File: src/hw/rtl/dts_pkg.sv
`timescale 1ns / 1ps

package dts_pkg;

  // Configuration of the scheduler
  localparam int unsigned TASK_COUNT = 7;
  localparam int unsigned TIME_BITS  = 32;

  localparam int unsigned IDX_W    = (TASK_COUNT > 1) ? $clog2(TASK_COUNT) : 1;
  localparam int unsigned LAST_IDX = TASK_COUNT - 1;

  // Request codes
  typedef enum logic [1:0] {
    REQ_SCHED_ABS = 2'd0,
    REQ_SCHED_DLY = 2'd1,
    REQ_CANCEL    = 2'd2,
    REQ_SERVICE   = 2'd3
  } dts_req_e;

  // Sequencer states
  typedef enum logic [2:0] {
    ST_IDLE,
    ST_EXEC,
    ST_READ,
    ST_CMP,
    ST_EMIT
  } dts_state_e;

  // Shared adder operation
  typedef enum logic {
    ALU_ADD,
    ALU_SUB
  } dts_alu_e;

  typedef struct packed {
    dts_req_e    req_type;
    logic [2:0]  task_id;
    logic [31:0] time_value;
    logic [31:0] now_time;
  } dts_req_t;

  typedef struct packed {
    logic [2:0] due_task;
    logic       fired;
    logic       last;
  } dts_res_t;

  // Datapath controls from the sequencer
  typedef struct packed {
    logic             wr_en;
    logic             rd_en;
    logic [IDX_W-1:0] addr;
    dts_alu_e         alu_op;
    logic             a_now;   // operand A: now (1) or zero (0)
    logic             b_mem;   // operand B: stored deadline (1) or time_value (0)
  } dts_dp_ctrl_t;

  function automatic logic [TIME_BITS-1:0] to_time(input logic [31:0] v);
    return TIME_BITS'(v);
  endfunction

endpackage

File: src/hw/rtl/deadline_task_scheduler.sv
`timescale 1ns / 1ps

// Deadline task scheduler. A request is taken when start_i is high and busy_o
// is low. Schedule and cancel requests hold busy_o high for one cycle and give
// no result. A service request holds busy_o high through its EXEC state, a
// READ and a CMP step for each task slot, and an EMIT step for each result.
// The EXEC state decodes the request. In each slot, the READ step reads its
// deadline from the single-port store and the CMP step compares it against
// now_time in the shared adder. Then one result is strobed per cycle. Every
// result appears on res_o for exactly one cycle, marked by res_valid_o, the
// cycle after its emit step. It cannot be held off, so the receiver must take
// it then. The final result of a service request has last set. When nothing
// was due, a single result with fired low is given.
module deadline_task_scheduler import dts_pkg::*; (
  input  logic     clk_i,
  input  logic     rst_ni,
  input  logic     start_i,
  input  dts_req_t req_i,
  output logic     busy_o,
  output logic     res_valid_o,
  output dts_res_t res_o
);

  dts_dp_ctrl_t dp_ctrl;
  logic         due;
  logic [31:0]  time_value;
  logic [31:0]  now_time;

  dts_ctrl u_ctrl (
    .clk_i        (clk_i),
    .rst_ni       (rst_ni),
    .start_i      (start_i),
    .req_i        (req_i),
    .due_i        (due),
    .busy_o       (busy_o),
    .dp_o         (dp_ctrl),
    .time_value_o (time_value),
    .now_time_o   (now_time),
    .res_valid_o  (res_valid_o),
    .res_o        (res_o)
  );

  dts_datapath u_datapath (
    .clk_i        (clk_i),
    .ctrl_i       (dp_ctrl),
    .time_value_i (time_value),
    .now_time_i   (now_time),
    .due_o        (due)
  );

endmodule

File: src/hw/rtl/dts_datapath.sv
`timescale 1ns / 1ps

module dts_datapath import dts_pkg::*; (
  input  logic         clk_i,
  input  dts_dp_ctrl_t ctrl_i,
  input  logic [31:0]  time_value_i,
  input  logic [31:0]  now_time_i,
  output logic         due_o
);

  logic [TIME_BITS-1:0] mem_q [TASK_COUNT];
  logic [TIME_BITS-1:0] rdata_q;
  logic [TIME_BITS-1:0] op_a;
  logic [TIME_BITS-1:0] op_b;
  logic [TIME_BITS-1:0] alu_res;

  // Shared adder: deadline computation and wrap-aware difference
  always_comb begin
    op_a = ctrl_i.a_now ? to_time(now_time_i) : '0;
    op_b = ctrl_i.b_mem ? rdata_q : to_time(time_value_i);
    unique case (ctrl_i.alu_op)
      ALU_ADD: alu_res = op_a + op_b;
      ALU_SUB: alu_res = op_a - op_b;
      default: alu_res = op_a + op_b;
    endcase
  end

  // Due when now - deadline is not negative
  assign due_o = ~alu_res[TIME_BITS-1];

  // Deadline store, one write or one registered read per cycle
  always_ff @(posedge clk_i) begin
    if (ctrl_i.wr_en) begin
      mem_q[ctrl_i.addr] <= alu_res;
    end
    if (ctrl_i.rd_en) begin
      rdata_q <= mem_q[ctrl_i.addr];
    end
  end

endmodule

File: src/hw/rtl/dts_ctrl.sv
`timescale 1ns / 1ps

module dts_ctrl import dts_pkg::*; (
  input  logic         clk_i,
  input  logic         rst_ni,
  input  logic         start_i,
  input  dts_req_t     req_i,
  input  logic         due_i,
  output logic         busy_o,
  output dts_dp_ctrl_t dp_o,
  output logic [31:0]  time_value_o,
  output logic [31:0]  now_time_o,
  output logic         res_valid_o,
  output dts_res_t     res_o
);

  dts_state_e            state_q, state_d;
  dts_req_t              req_q, req_d;
  logic [IDX_W-1:0]      idx_q, idx_d;
  logic [TASK_COUNT-1:0] pend_q, pend_d;
  logic [TASK_COUNT-1:0] due_q, due_d;
  logic                  res_valid_q, res_valid_d;
  dts_res_t              res_q, res_d;

  logic                  id_ok;
  logic [TASK_COUNT-1:0] id_hot;
  logic [TASK_COUNT-1:0] low_hot;
  logic [2:0]            low_idx;
  logic                  single_due;

  // Task decode, out-of-range numbers select nothing
  always_comb begin
    id_hot = '0;
    for (int i = 0; i < TASK_COUNT; i++) begin
      if (req_q.task_id == 3'(i)) begin
        id_hot[i] = 1'b1;
      end
    end
    id_ok = |id_hot;
  end

  // Lowest due task
  always_comb begin
    low_hot = '0;
    low_idx = '0;
    for (int i = TASK_COUNT - 1; i >= 0; i--) begin
      if (due_q[i]) begin
        low_hot = '0;
        low_hot[i] = 1'b1;
        low_idx = 3'(i);
      end
    end
    single_due = ((due_q & ~low_hot) == '0);
  end

  // Next state
  always_comb begin
    state_d = state_q;
    unique case (state_q)
      ST_IDLE: if (start_i) state_d = ST_EXEC;
      ST_EXEC: state_d = (req_q.req_type == REQ_SERVICE) ? ST_READ : ST_IDLE;
      ST_READ: state_d = ST_CMP;
      ST_CMP:  state_d = (idx_q == IDX_W'(LAST_IDX)) ? ST_EMIT : ST_READ;
      ST_EMIT: if (single_due) state_d = ST_IDLE;
      default: state_d = ST_IDLE;
    endcase
  end

  // Datapath controls and data register updates
  always_comb begin
    req_d       = req_q;
    idx_d       = idx_q;
    pend_d      = pend_q;
    due_d       = due_q;
    res_valid_d = 1'b0;
    res_d       = res_q;
    dp_o        = '{wr_en: 1'b0, rd_en: 1'b0, addr: idx_q, alu_op: ALU_ADD,
                    a_now: 1'b0, b_mem: 1'b0};
    unique case (state_q)
      ST_IDLE: begin
        if (start_i) req_d = req_i;
      end
      ST_EXEC: begin
        dp_o.addr = req_q.task_id[IDX_W-1:0];
        unique case (req_q.req_type)
          REQ_SCHED_ABS, REQ_SCHED_DLY: begin
            dp_o.wr_en = id_ok;
            dp_o.a_now = (req_q.req_type == REQ_SCHED_DLY);
            pend_d     = pend_q | id_hot;
          end
          REQ_CANCEL: pend_d = pend_q & ~id_hot;
          REQ_SERVICE: begin
            idx_d = '0;
            due_d = '0;
          end
          default: ;
        endcase
      end
      ST_READ: begin
        dp_o.rd_en = 1'b1;
      end
      ST_CMP: begin
        dp_o.alu_op = ALU_SUB;
        dp_o.a_now  = 1'b1;
        dp_o.b_mem  = 1'b1;
        if (pend_q[idx_q] && due_i) begin
          due_d[idx_q]  = 1'b1;
          pend_d[idx_q] = 1'b0;
        end
        idx_d = idx_q + 1'b1;
      end
      ST_EMIT: begin
        res_valid_d = 1'b1;
        if (due_q == '0) begin
          res_d = '{due_task: 3'd0, fired: 1'b0, last: 1'b1};
        end else begin
          res_d = '{due_task: low_idx, fired: 1'b1, last: single_due};
          due_d = due_q & ~low_hot;
        end
      end
      default: ;
    endcase
  end

  always_ff @(posedge clk_i or negedge rst_ni) begin
    if (!rst_ni) begin
      state_q     <= ST_IDLE;
      idx_q       <= '0;
      pend_q      <= '0;
      due_q       <= '0;
      res_valid_q <= 1'b0;
    end else begin
      state_q     <= state_d;
      idx_q       <= idx_d;
      pend_q      <= pend_d;
      due_q       <= due_d;
      res_valid_q <= res_valid_d;
    end
  end

  // Payload registers
  always_ff @(posedge clk_i) begin
    req_q <= req_d;
    res_q <= res_d;
  end

  assign busy_o       = (state_q != ST_IDLE);
  assign time_value_o = req_q.time_value;
  assign now_time_o   = req_q.now_time;
  assign res_valid_o  = res_valid_q;
  assign res_o        = res_q;

  // A result strobe only follows an emit cycle
  a_res_after_emit: assert property (@(posedge clk_i) disable iff (!rst_ni)
    res_valid_o |-> $past(state_q == ST_EMIT))
    else $error("result strobe without emit");

  // A task found due is no longer pending
  a_due_not_pending: assert property (@(posedge clk_i) disable iff (!rst_ni)
    (due_q & pend_q) == '0)
    else $error("due task still pending");

  // An empty service result is always the final one
  a_empty_is_last: assert property (@(posedge clk_i) disable iff (!rst_ni)
    (res_valid_o && !res_o.fired) |-> res_o.last)
    else $error("empty result not marked last");

  // Idle means no due tasks are left over
  a_idle_clean: assert property (@(posedge clk_i) disable iff (!rst_ni)
    (state_q == ST_IDLE) |-> (due_q == '0))
    else $error("due tasks left after service");

endmodule
File: config.mk
export PLATFORM = sky130hd
export DESIGN_NAME = deadline_task_scheduler
export DESIGN_NICKNAME = d
export VERILOG_FILES = /design/src/hw/rtl/dts_pkg.sv /design/src/hw/rtl/deadline_task_scheduler.sv /design/src/hw/rtl/dts_datapath.sv /design/src/hw/rtl/dts_ctrl.sv
export SDC_FILE = /design/constraint.sdc
export NUM_CORES = 1
export LEC_CHECK = 0
export BUFFER_PORTS_ARGS = -buffer_cell sky130_fd_sc_hd__buf_4
export CAP_MARGIN = 0
export CORE_MARGIN = 4
export CORE_UTILIZATION = 50
export DETAILED_ROUTE_END_ITERATION = 10
export GPL_TIMING_DRIVEN = 0
export PLACE_DENSITY = 0.7
export SKIP_LAST_GASP = 1
export SYNTH_ARGS = -nofsm -noshare
export SYNTH_HDL_FRONTEND = slang
export SYNTH_SLANG_ARGS = --single-unit
File: constraint.sdc
create_clock -name clk_i -period 4.5 [get_ports clk_i]
set_input_delay 0.675 -clock clk_i [delete_from_list [all_inputs] [get_ports clk_i]]
set_output_delay 0.675 -clock clk_i [all_outputs]
set_load 0.02 [all_outputs]
---- Word-level counts from Yosys, hierarchy flattened ----
Memories as Yosys holds them, arrays and structs flattened. A register that Yosys moved wholly into a read port is not among the register bits.
Index checks and enable logic that the tools add are counted.
storage, ports and cells
  bits in registers ....................... 95
  RAM bits ................................ 224
  input port bits ......................... 72
  output and inout port bits .............. 7
  word-level logic and storage cells ...... 122
  memories ................................ 1
memories
  name              words  width  read ports  clocked after Yosys merged registers in  wr ports  line                source
  u_datapath.mem_q  7      32     1           1                                        1         dts_datapath.sv:11  logic [TIME_BITS-1:0] mem_q [TASK_COUNT];
operators by class
  add/sub/neg operators ................... 3
  order comparisons ....................... 2
  eq/ne operators ......................... 20
  multiplexer cells ....................... 52
  bitwise gates (word level) .............. 10
  reductions and logical operators ........ 20
operator list
  operator                                       count
  2-to-1 mux 7 bit                               11
  2-to-1 mux 32 bit                              2
  case mux 32 bit (2 select lines)               1
  2-to-1 mux 3 bit                               11
  adder 32 bit                                   1
  subtractor 32 bit                              1
  case mux 7 bit (2 select lines)                2
  AND 7 bit                                      3
  NOT 7 bit                                      3
  case mux 7 bit (3 select lines)                1
  2-to-1 mux 1 bit                               17
  == test 3 bit, second input constant           5
  case mux 3 bit (5 select lines)                1
  logical NOT 7 bit                              2
  bitwise OR 7 bit                               2
  == test 3 x 2 -> 1 bit, second input constant  4
  OR reduction 7 bit                             1
  == test 3 x 1 -> 1 bit, second input constant  2
  logical NOT 3 bit                              2
  != test 2 x 1 -> 1 bit, second input constant  3
  case mux 3 bit (2 select lines)                1
  AND reduction 2 bit                            3
  nonzero test 3 bit                             2
  OR reduction 5 bit                             1
  other kinds (19)                               25

---- Logic depth before layout (Yosys ltp) ----
Gate-level depths: netlist (run 1).
  word-level depth ........................ 12
  mapped depth ............................ 21
  depth with buffers taken out ............ 19

---- By module ----
A second synthesis (run 1) with hierarchy kept.
second synthesis, totals
  cell total of the unflattened synthesis .. 1261
  area total of the unflattened synthesis .. 16682.2 µm²
by module, submodules not included
  module        instances  cells an instance  area each (µm²)  seq. area each (µm²)
  dts_datapath  1          953                12584.6          7687.4
  dts_ctrl      1          308                4097.7           2747.6

---- Worst setup path after synthesis (run 1) ----
No wires, ideal clock.
  path type ............................... reg2reg
  from .................................... register u_datapath.rdata_q[3] (read register of u_datapath.mem_q)
  to ...................................... memory u_datapath.mem_q[0][30], data pin
  setup time .............................. 0.219 ns
  data arrival time ....................... 4.155 ns
  required time ........................... 4.281 ns
  setup slack ............................. 0.125 ns
  cell stages (with the launch flop) ...... 20
  path buffers ............................ 0
  clock period less this slack ............ 4.375 ns
  cell sequence ........................... edfxtp_1 -> or4_1 -> nor4_1 -> o22ai_1 -> o21bai_1 -> nor4_1 -> nor2b_1 -> xor2_1 -> nand2_1 -> o21ai_0 -> ha_1 -> nand2_1 -> a2bb2oi_1 -> a21oi_1 -> a211oi_1 -> o21ai_0 -> a311oi_1 -> o41ai_1 -> a21oi_1 -> xnor2_1
between the ends
  word-level cells in the longest chain between the ends .. 3
  elaborated cells between the ends (all ways) .. 4
  those cells by class .................... add/sub: 2; mux: 2
ends and longest elaborated chain
  item                                                      line                                    source
  start, declared                                           dts_datapath.sv:12                      logic [TIME_BITS-1:0] rdata_q;
  2-to-1 mux 32 bit *                                       dts_datapath.sv:20                      op_b = ctrl_i.b_mem ? rdata_q : to_time(time_value_i);
  subtractor 32 bit / adder 32 bit (equally long branches)  dts_datapath.sv:23, dts_datapath.sv:22
  case mux 32 bit (2 select lines) *                        dts_datapath.sv:21                      unique case (ctrl_i.alu_op)
  net u_datapath.alu_res[30]                                dts_datapath.sv:15                      logic [TIME_BITS-1:0] alu_res;
  end, declared                                             dts_datapath.sv:11
The timed path passes the listed nets; every way through them passes the cells marked *.

---- Worst setup path in the final report (run 1) ----
  from .................................... register u_ctrl.req_q, in the netlist u_ctrl.time_value_o[2]
  to ...................................... register u_ctrl.due_q[3]
between the ends
  word-level cells in the longest chain between the ends .. 7
  elaborated cells between the ends (all ways) .. 8
  those cells by class .................... add/sub: 2; eq/ne: 1; mux: 2; bitwise: 1; reduce/logical: 2
ends and longest elaborated chain
  item                                                      line                                    source
  start, declared                                           dts_ctrl.sv:18                          dts_req_t req_q, req_d;
  start signal, assigned                                    dts_ctrl.sv:143                         req_q <= req_d;
  2-to-1 mux 32 bit *                                       dts_datapath.sv:20
  subtractor 32 bit / adder 32 bit (equally long branches)  dts_datapath.sv:23, dts_datapath.sv:22
  case mux 32 bit (2 select lines) *                        dts_datapath.sv:21
  NOT 1 bit *                                               dts_datapath.sv:29                      assign due_o = ~alu_res[TIME_BITS-1];
  logical AND 1 bit *                                       dts_ctrl.sv:106                         if (pend_q[idx_q] && due_i) begin
  != test 2 x 1 -> 1 bit (no source line) *                 -
  AND reduction 4 bit (no source line) *                    -
  end signal, assigned                                      dts_ctrl.sv:136                         due_q <= due_d;
  end, declared                                             dts_ctrl.sv:21                          logic [TASK_COUNT-1:0] due_q, due_d;
Every way passes the cells marked *; elsewhere a longest branch is shown, timed or not.
A chain may end at the register's enable or synchronous reset.

==> impl_metrics.json, run 1 <==
{
  "synthFlopType": "edfxtp_1",
  "fin_crit_ps": 4730,
  "pin_count": 79,
  "ys_seq_area_share_pct": 66.5,
  "r2r_slack_ps": -230,
  "globalplace.congestion": 0.907,
  "hpwl_um": 26600,
  "clockBufferDepth": 3,
  "overflow": 0,
  "die_h_um": 185,
  "grt_antenna_before_repair": 0,
  "violations": "setup timing",
  "num_vias": 10815,
  "fin_cells": 1754,
  "leakage_nw": 7.16,
  "rows": 64,
  "syn_area_um2": 15700,
  "drt_iter0_drc": 1364,
  "layout_setup_ws_ps": -228,
  "critPathLaunchType": "flip-flop",
  "start_util_pct": 51.0,
  "syn_nets": 1242,
  "whs_ps": 32.4,
  "vias_per_cell": 6.17,
  "multi_input_comb_area_um2": 5860,
  "ys_types": 61,
  "grt_usage_pct": 23.5,
  "worst_ep_arrival_time_ps": 5190,
  "drt-wirelength-per-cell_um": 23.9,
  "die_x_um": 185,
  "tightest_slew_ps": 1290,
  "synthArstFlopShare_pct": 5.98,
  "clockRootBuffer": "clkbuf_16",
  "routed_wl_um": 41800,
  "status": "finished, violations left",
  "die_area_um2": 34300,
  "ys_ff_latch": 351,
  "worstSetupEndpointType": "flip-flop",
  "vdd_drop_max_mv": 0.450,
  "clkTransAtPathRegs_ps": 60,
  "final.period_utilization_pct": 105,
  "dp_cells": 1625,
  "maxSlewHeadroom_pct": 13.6,
  "syn_inst": 1136,
  "cp.required_ps": 4960,
  "clkSinkCount": 351,
  "grt_pass1_vias": 10342,
  "drive_above_1_share_pct": 27.8,
  "diodes": 0,
  "dp_slack_ps": -1620,
  "clk_latency_ps": 530,
  "yosys_warnings": 0,
  "cap_violations": 0,
  "layout_commonest_cell": "edfxtp_1",
  "p_per_area_nw_per_um2": 738,
  "route.detailed.drc": 0,
  "htreeDepth": 2,
  "tns_ps": -8730,
  "fill_cells": 2214,
  "ff2ff_path_depth": 18,
  "io_buffers": 78,
  "setup_viol": 63,
  "fp.coreArea_um2": 30700,
  "hold_viol": 0,
  "setup.worst_path.class": "flip-flop to flip-flop",
  "grt_pass1_wl_um": 60800,
  "area_growth_pct": 25.5,
  "fmax_mhz": 212,
  "timing.final.max_slew_violations": 0,
  "layout.nets": 1436,
  "ant_nets": 0,
  "grt_max_degree": 34,
  "final-seq-area_um2": 10400,
  "cts_buffers": 38,
  "synth_edf_count": 330,
  "final_cell_mix": "edfxtp_1 (330), buf_4 (138), nand2_1 (80)",
  "cts_tree": "done",
  "drtPass1Iterations": 7,
  "final_core_util_pct": 64.1,
  "skew_ps": 15.7,
  "syn_area_per_cell_um2": 13.8,
  "rsz0062_at_grt": "true",
  "cp_max_fo": 6,
  "hold_class": "input port to asynchronous set/reset pin"
}
==> report_power, final <==
| part | internal (W) | switching [W] |
|---|---|---|
| clock network | 0.00194 | 0.00124 |
| logic | 0.00228 | 0.00376 |
| registers | 0.00498 | 0.000327 |
| total | 0.00920 | 0.00533 |
==> metrics by stage <==
step | instance area, um2 | power (W)
global route | 19700 | 0.0152
floorplan | 15700 | 0.00852
CTS | 19200 | 0.0140
detailed placement | 17100 | 0.0101
finish | 19700 | 0.0145
global placement | 16800 | 0.00994
==> critical path, stage by stage, from the launching register on <==
cell and delay, ps:
edfxtp_1 430, or4_4 570, nor4_4 380, o22ai_2 150, o21bai_4 230, a21o_4 260
o31a_1 280, o31a_1 270, ha_4 290, nand2_2 80, nor2_4 140, nand3_4 120
nor4b_4 300, o211ai_1 260, nand2_2 200, nand2_2 80, mux2i_4 260, buf_6 190
a32o_1 160
==> metal layers <==
layer,track usage (%),up-vias,part of all wire [%]
met5,0,-,0
met4,7.02,0,3.3
met3,3.38,121,8.4
met2,37.3,617,48
met1,34.2,5351,41
li1,-,4726,-
==> flip-flops by register name (all words and copies together), names as in the netlist, named ones only <==
| name | flops |
|---|---|
| u_ctrl.due_q | 7 |
| u_datapath.rdata_q | 32 |
| u_ctrl.res_o | 5 |
| u_ctrl.idx_q | 3 |
| u_ctrl.state_q | 3 |
| u_ctrl.res_valid_o | 1 |
| u_datapath.mem_q | 224 |
| u_ctrl.time_value_o | 32 |
| u_ctrl.req_q | 5 |
| u_ctrl.now_time_o | 32 |
==> path summary, 6_finish.rpt <==
check / from / endpoint
max: u_ctrl.time_value_o[2] / u_ctrl.due_q[3]
min: rst_ni / u_ctrl.idx_q[2]
max reg2reg: u_ctrl.time_value_o[2] / u_ctrl.due_q[3]
min reg2reg: flip-flop / flip-flop
max in group asynchronous: rst_ni / asynchronous set/reset pin
min in group clk_i: req_i[10] / u_ctrl.now_time_o[10]
==> Yosys cell counts, types with 3 or more instances <==
| library cell | n | area share, % |
|---|---|---|
| edfxtp_1 | 330 | 63 |
| nor2_1 | 84 | 2.0 |
| a211oi_1 | 4 | 0.19 |
| o21bai_1 | 5 | 0.24 |
| o21ai_0 | 95 | 3.0 |
| dfrtp_1 | 21 | 3.3 |
| or4_1 | 7 | 0.33 |
| nor2b_1 | 40 | 1.6 |
| nand2_1 | 87 | 2.1 |
| o22ai_1 | 4 | 0.16 |
| nor4_1 | 13 | 0.52 |
| buf_2 | 5 | 0.16 |
| nand2b_1 | 13 | 0.52 |
| nand4_1 | 3 | 0.12 |
| and2_1 | 5 | 0.20 |
| buf_1 | 8 | 0.19 |
| xor2_1 | 19 | 1.1 |
| and3_1 | 4 | 0.16 |
| o31ai_1 | 5 | 0.24 |
| a21oi_1 | 79 | 2.5 |
| o21ai_1 | 3 | 0.096 |
| o21a_1 | 9 | 0.43 |
| mux2i_1 | 38 | 2.4 |
| nor3_1 | 25 | 0.80 |
| xnor2_1 | 30 | 1.7 |
| nand3_1 | 16 | 0.51 |
| o31a_1 | 3 | 0.17 |
| inv_1 | 18 | 0.43 |
| a41o_1 | 4 | 0.26 |
| a31oi_1 | 5 | 0.20 |
| a21o_1 | 11 | 0.53 |
| mux4_2 | 33 | 4.7 |
| o211ai_1 | 3 | 0.14 |
| clkbuf_1 | 34 | 0.81 |
| ha_1 | 33 | 2.6 |
| or3_1 | 7 | 0.28 |
| a32o_1 | 3 | 0.19 |
==> cells by family (layout without fill, tap and decap cells) <==
family,Yosys count,after routing,share of synthesized area (%)
flops,351,351,66.5
mux,72,72,7.23
xor+xnor,49,50,2.73
fa+ha+maj,36,36,2.89
simple gates,312,312,9.61
compound gates,250,250,9.39
buf+inv,66,287,1.67
==> cell type report <==
class | count | area share, %
multi-input cells | 720 | 29.8
flip-flops and latches | 351 | 53.0
repair buffers | 157 | 6.85
clock inverters | 20 | 1.38
clock buffers | 48 | 5.12
plain buffers | 44 | 1.07
well taps | 396 | 2.51
inverters | 18 | 0.343
==> repair_timing <==
item                       CTS  global route
pin swaps                   64            48
hold buffers                 0             0
setup buffers               43            21
setup endpoints to repair  196           140
gates resized for setup    121            70
gates cloned                 2             0
Power figures use the tool's default switching activity.
==> inputs of run 2 (changes only) <==
- CORE_MARGIN: 4 -> 2
==> run 2 against run 1 <==
Compared with the run above: hold slack got worse by 3.3 ps; design area barely moved; register-to-register slack got worse by 30 ps; global-route usage rose by 1.5 points; the run still ends with setup timing left; via count rose by 0.74%.
==> impl_metrics.json, run 2 (synthesized netlist as in run 1, its figures left out) <==
{
  "grt_pass1_wl_um": 61400,
  "clockRootBuffer": "clkbuf_16",
  "area_growth_pct": 25.5,
  "die_x_um": 181,
  "top_register": "u_datapath.mem_q",
  "io_buffers": 78,
  "hpwl_um": 26300,
  "cap_violations": 0,
  "power_w": 0.0143,
  "tns_ps": -8520,
  "setup.worst_path.class": "flip-flop to flip-flop",
  "clkTransAtPathRegs_ps": 60,
  "final.period_utilization_pct": 106,
  "fp.coreArea_um2": 30700,
  "overflow": 0,
  "worst-path-buf-inv": 3,
  "leakage_nw": 7.15,
  "tightest_slew_ps": 1220,
  "clkSinkCount": 351,
  "routed_wl_um": 41900,
  "fin_crit_ps": 4760,
  "p_int_w": 0.00888,
  "skew_ps": 11.4,
  "worstSetupEndpointType": "flip-flop",
  "maxSlewHeadroom_pct": 18.1,
  "drive_above_1_share_pct": 29.1,
  "hold_class": "input port to asynchronous set/reset pin",
  "clockBufferDepth": 3,
  "drt-wirelength-per-cell_um": 23.8,
  "layout_commonest_cell": "edfxtp_1",
  "crit_path_cell_trace": "or4_4 -> nor4_4 -> o22ai_2 -> o21bai_4 -> a21o_4 -> o31a_1 -> o31a_1 -> ha_4 -> nand2_2 -> nor2_4 -> nand3_4 -> nor4b_4 -> o211ai_1 -> buf_4 -> buf_4 -> nand3_2 -> mux2i_4 -> buf_6 -> a32o_1",
  "fin_cells": 1764,
  "p_sw_w": 0.00539,
  "crit_family": "simple AND/OR/NAND/NOR gates",
  "status": "finished, violations left",
  "r2r-end": "u_ctrl.due_q[3]",
  "vdd_drop_max_mv": 0.392,
  "timing.final.max_slew_violations": 0,
  "die_area_um2": 32800,
  "cts_buffers": 38,
  "grt_max_degree": 34,
  "globalplace.congestion": 0.908,
  "cpMaxStageDelayCell": "or4_4",
  "htreeDepth": 2,
  "setup_viol": 63,
  "num_vias": 10895,
  "ff2ff_path_depth": 19,
  "largest_reg_flops": 224,
  "vias_per_cell": 6.18,
  "worst_ep_arrival_time_ps": 5180,
  "hold_viol": 0,
  "ant_nets": 0,
  "p_sw_share_pct": 37.8,
  "diodes": 0,
  "violations": "setup timing",
  "pin_count": 79,
  "r2r_slack_ps": -260,
  "slowest_delay_ps": 600,
  "layout.nets": 1446,
  "drtPass1Iterations": 6,
  "fmax_mhz": 210,
  "cts_tree": "done",
  "cp_max_fo": 6,
  "p_per_area_nw_per_um2": 725,
  "route.detailed.drc": 0,
  "critPathLaunchType": "flip-flop",
  "layout_setup_ws_ps": -259,
  "p_clk_share_pct": 20.0,
  "grt_usage_pct": 24.9,
  "grt_antenna_before_repair": 1,
  "dp_cells": 1626,
  "ctsHoldBuffers": 0,
  "clk_latency_ps": 540,
  "final_cell_mix": "edfxtp_1 (330), buf_4 (151), nand2_1 (80)",
  "start_util_pct": 51.0,
  "power_frac_seq_pct": 37.2,
  "r2r_start": "u_ctrl.time_value_o[1]",
  "final_core_util_pct": 64.0,
  "p_comb_share_pct": 42.8,
  "rsz0062_at_grt": "true",
  "rows": 64,
  "die_h_um": 181,
  "grt_pass1_vias": 10517,
  "drt_iter0_drc": 1464,
  "cp.required_ps": 4920
}
==> run 2: cell type report <==
| cell class | instances | area (um2) |
|---|---|---|
| fillers | 2194 | 11100 |
| flip-flops and latches | 351 | 10400 |
| multi-input cells | 720 | 5900 |
| repair buffers | 167 | 1450 |
| clock buffers | 45 | 977 |
| well taps | 396 | 495 |
| plain buffers | 44 | 214 |
| clock inverters | 23 | 155 |
| inverters | 18 | 67.6 |
==> run 2: power groups by stage <==
stage / logic (W) / registers, W / clock network (W)
floorplan: 0.00331 / 0.00520 / 0
global placement: 0.00459 / 0.00536 / 0
detailed placement: 0.00479 / 0.00533 / 0
CTS: 0.00546 / 0.00527 / 0.00288
global route: 0.00655 / 0.00534 / 0.00301
finish: 0.00611 / 0.00531 / 0.00285
==> run 2: per-layer routing <==
metal  up-vias  wire (um)  GRT usage (%)
met4         0       1620           9.53
met3       133       4170           5.40
li1       4749          -              -
met1      5368      16500           34.4
met5         -          0              0
met2       645      19600           39.1
==> run 2: worst max-delay path by stage <==
stage | endpoint | cells after the start | from
floorplan | u_datapath.mem_q[0][30] | 19 | u_datapath.rdata_q[3]
global placement | u_datapath.mem_q[0][27] | 4 | u_ctrl.state_q[0]
detailed placement | u_datapath.mem_q[1][30] | 15 | u_ctrl.state_q[1]
CTS | u_ctrl.due_q[3] | 21 | u_ctrl.time_value_o[2]
global route | u_datapath.mem_q[6][28] | 19 | u_ctrl.time_value_o[1]
finish | u_ctrl.due_q[3] | 19 | u_ctrl.time_value_o[1]
==> run 2: worst reg2reg max path: stages, from the launching register on <==
cell,delay (ps)
edfxtp_1,420
or4_4,600
nor4_4,330
o22ai_2,150
o21bai_4,230
a21o_4,260
o31a_1,240
o31a_1,310
ha_4,310
nand2_2,80
nor2_4,130
nand3_4,110
nor4b_4,360
o211ai_1,170
buf_4,200
buf_4,130
nand3_2,90
mux2i_4,100
buf_6,180
a32o_1,240
==> run 2: timing repair <==
item,in CTS,in global routing
setup buffers,45,27
hold endpoints to repair,0,0
resized for setup,114,88
setup endpoints to repair,210,140
pin swaps,53,57
cloned,2,0
==> run 2: per-stage QoR <==
step	setup WS [ps]	hold slack (ps)	area, um2
floorplan	125	379	15700
global placement	-2050	506	16800
detailed placement	-1650	521	17100
CTS	-129	29.2	19100
global route	-371	50.7	19700
finish	-259	29.1	19700
==> inputs of run 3 (changes only) <==
- ABC_AREA: unset -> 1
- REMOVE_ABC_BUFFERS: unset -> 1
- TNS_END_PERCENT: unset -> 20
==> run 3 against run 2 <==
Compared with the run above: the run now ends clean; hold slack better by 2.9 ps; first-iteration DRC count is 22% lower; core utilization shrank 1.8 points; fmax rose by 7.1%; critical path type unchanged.
==> impl_metrics.json, run 3 <==
{
  "status": "finished, final reports clean",
  "synth_most_common_cell": "edfxtp_1",
  "dp_slack_ps": -1560,
  "skew_ps": 32.9,
  "dp_cells": 1952,
  "hold_viol": 0,
  "p_comb_share_pct": 43.8,
  "synthTopCellsByCount": "edfxtp_1 (330), nand2_1 (258), nor2_1 (241)",
  "p_clk_share_pct": 20.7,
  "slowest_delay_ps": 480,
  "start_util_pct": 51.0,
  "ys_types": 48,
  "vdd_drop_max_mv": 0.445,
  "ys_top_cells_by_area": "edfxtp_1 (61%), nand2_1 (6.0%), nor2_1 (5.6%), o21ai_0 (4.6%), inv_1 (3.5%)",
  "synth_edf_count": 330,
  "power_frac_seq_pct": 35.5,
  "syn_inst": 1506,
  "worstSetupEndpointType": "flip-flop",
  "detailed_place.area_um2": 17400,
  "clockBufferDepth": 3,
  "globalplace.congestion": 0.868,
  "critPathLaunchType": "flip-flop",
  "area_growth_pct": 22.2,
  "grt_pass1_vias": 11056,
  "p_per_area_nw_per_um2": 793,
  "synthArstFlopShare_pct": 5.98,
  "maxSlewHeadroom_pct": 12.9,
  "pin_count": 79,
  "fp.coreArea_um2": 31600,
  "rsz0062_at_grt": "true",
  "synth_top_area_share_pct": 61.5,
  "cp.required_ps": 4760,
  "p_sw_share_pct": 39.6,
  "timing.final.max_slew_violations": 0,
  "synthFlopType": "edfxtp_1",
  "drt-wirelength-per-cell_um": 19.6,
  "setup_viol": 0,
  "tightest_slew_ps": 1300,
  "clockRootBuffer": "clkbuf_16",
  "clkTransAtPathRegs_ps": 60,
  "crit_path_cell_trace": "buf_12 -> nand3_4 -> buf_6 -> o21ai_4 -> nand2_2 -> nor2_4 -> nand2_4 -> nor2_4 -> nand2_4 -> nor2_4 -> inv_2 -> o21ai_0 -> nand2_1 -> o21ai_0 -> ha_1 -> a21oi_1 -> a21boi_1 -> o221ai_1 -> a21oi_1 -> nand2_1 -> nand3_1 -> nand2_1 -> xor2_4",
  "p_int_w": 0.00944,
  "r2r_slack_ps": 60,
  "final_cell_mix": "edfxtp_1 (330), nand2_1 (247), nor2_1 (224)",
  "ys_seq_area_share_pct": 64.7,
  "final.period_utilization_pct": 98.7,
  "layout.nets": 1758,
  "grt_max_degree": 98,
  "setup.worst_path.class": "flip-flop to flip-flop",
  "grt_usage_pct": 23.7,
  "cp_max_fo": 7,
  "cts_buffers": 39,
  "fin_crit_ps": 4440,
  "die_x_um": 184,
  "power_w": 0.0156,
  "fmax_mhz": 225,
  "diodes": 0,
  "vias_per_cell": 5.62,
  "drtPass1Iterations": 5,
  "hpwl_um": 23600,
  "ff2ff_path_depth": 23,
  "syn_area_per_cell_um2": 10.7,
  "stdcell_area_um2": 19700,
  "drt_iter0_drc": 1145,
  "fin_cells": 2084,
  "num_vias": 11708,
  "clkSinkCount": 351,
  "final_core_util_pct": 62.3,
  "cts_tree": "done",
  "r2r-end": "u_datapath.mem_q[2][30]",
  "htreeDepth": 2,
  "layout_commonest_cell": "edfxtp_1",
  "cap_violations": 0,
  "routed_wl_um": 40800,
  "cpMaxStageDelayCell": "dfrtp_4",
  "ant_nets": 0,
  "ys_ff_latch": 351,
  "syn_area_um2": 16100,
  "yosys_warnings": 0,
  "route.detailed.drc": 0,
  "r2r_start": "u_ctrl.state_q[1]",
  "clk_latency_ps": 550,
  "synth_area_leader_cell": "edfxtp_1",
  "die_h_um": 184,
  "rows": 65,
  "die_area_um2": 33700,
  "overflow": 0,
  "layout_setup_ws_ps": 57.7,
  "grt_antenna_before_repair": 0,
  "io_buffers": 78,
  "p_sw_w": 0.00620,
  "largest_reg_flops": 224,
  "leakage_nw": 7.78,
  "grt_pass1_wl_um": 60500,
  "worst_ep_arrival_time_ps": 4700,
  "drive_above_1_share_pct": 19.6,
  "hold_class": "input port to asynchronous set/reset pin",
  "top_register": "u_datapath.mem_q"
}
[run 3: per-layer routing]
metal	track usage (%)	vias up	share of wire (%)
li1	-	5520	-
met1	30.5	5627	41
met2	40.0	469	49
met3	4.28	92	6.8
met4	9.57	0	3.1
met5	0	-	0
[run 3: critical path, delay by kind of cell, from the launching register on]
kind | cells | cell delay (ps)
xor+xnor | 1 | 200
fa+ha+maj | 1 | 330
flops | 1 | 480
simple gates | 11 | 1430
buf+inv | 3 | 380
compound gates | 7 | 1330
[run 3: through the flow]
step                 TNS, ps  hold WS, ps
floorplan            -199350          379
global placement    -1774310          458
detailed placement   -168580          467
CTS                     -359         30.1
finish                     0         32.0
global route           -1760         46.3
[run 3: final cells by class]
cell class                      instances  area (um2)
Timing Repair Buffer                  148        1420
Fill cell                            2391       11900
Sequential cell                       351       10400
Inverter                              156         603
Clock inverter                         23         264
Tap cell                              402         503
Multi-Input combinational cell        956        5420
Clock buffer                           48        1050
[run 3: power by group through the flow]
stage	clock network, W	registers (W)	logic, W
6_report	0.00324	0.00555	0.00684
5_1_grt	0.00340	0.00560	0.00749
4_1_cts	0.00328	0.00554	0.00635
3_5_place_dp	0	0.00559	0.00581
3_3_place_gp	0	0.00562	0.00543
2_1_floorplan	0	0.00554	0.00388
[run 3: logic make-up (layout without fill, tap and decap cells)]
family / count (synthesis) / after routing / synth area share (%)
buffers and inverters: 208 / 375 / 5.25
flip-flops: 351 / 351 / 64.7
AO/OA/AOI/OAI: 283 / 283 / 10.1
AND/OR/NAND/NOR: 592 / 601 / 15.1
adder cells (fa/ha/maj): 34 / 34 / 2.69
XOR/XNOR: 38 / 38 / 2.06
[run 3: worst max path at each step]
stage | startpoint | to | slack [ps] | cells past startpoint
3_5_place_dp | u_ctrl.state_q[2] | u_datapath.mem_q[3][29] | -1560 | 22
4_1_cts | u_ctrl.state_q[1] | u_datapath.mem_q[5][24] | -50 | 28
6_report | u_ctrl.state_q[1] | u_datapath.mem_q[2][30] | 60 | 23
2_1_floorplan | u_ctrl.state_q[0] | u_datapath.mem_q[1][0] | -1210 | 9
5_1_grt | u_ctrl.state_q[1] | u_ctrl.due_q[0] | -90 | 30
3_3_place_gp | u_ctrl.state_q[0] | u_datapath.mem_q[1][17] | -5490 | 8
[run 3: repair_timing]
item | 4_1_cts | 5_1_grt
gates cloned | 5 | 4
pin swaps | 21 | 31
hold buffers | 0 | 0
resized for setup | 61 | 51
buffers inserted | 25 | 28
endpoints found under the setup margin | 182 | 126
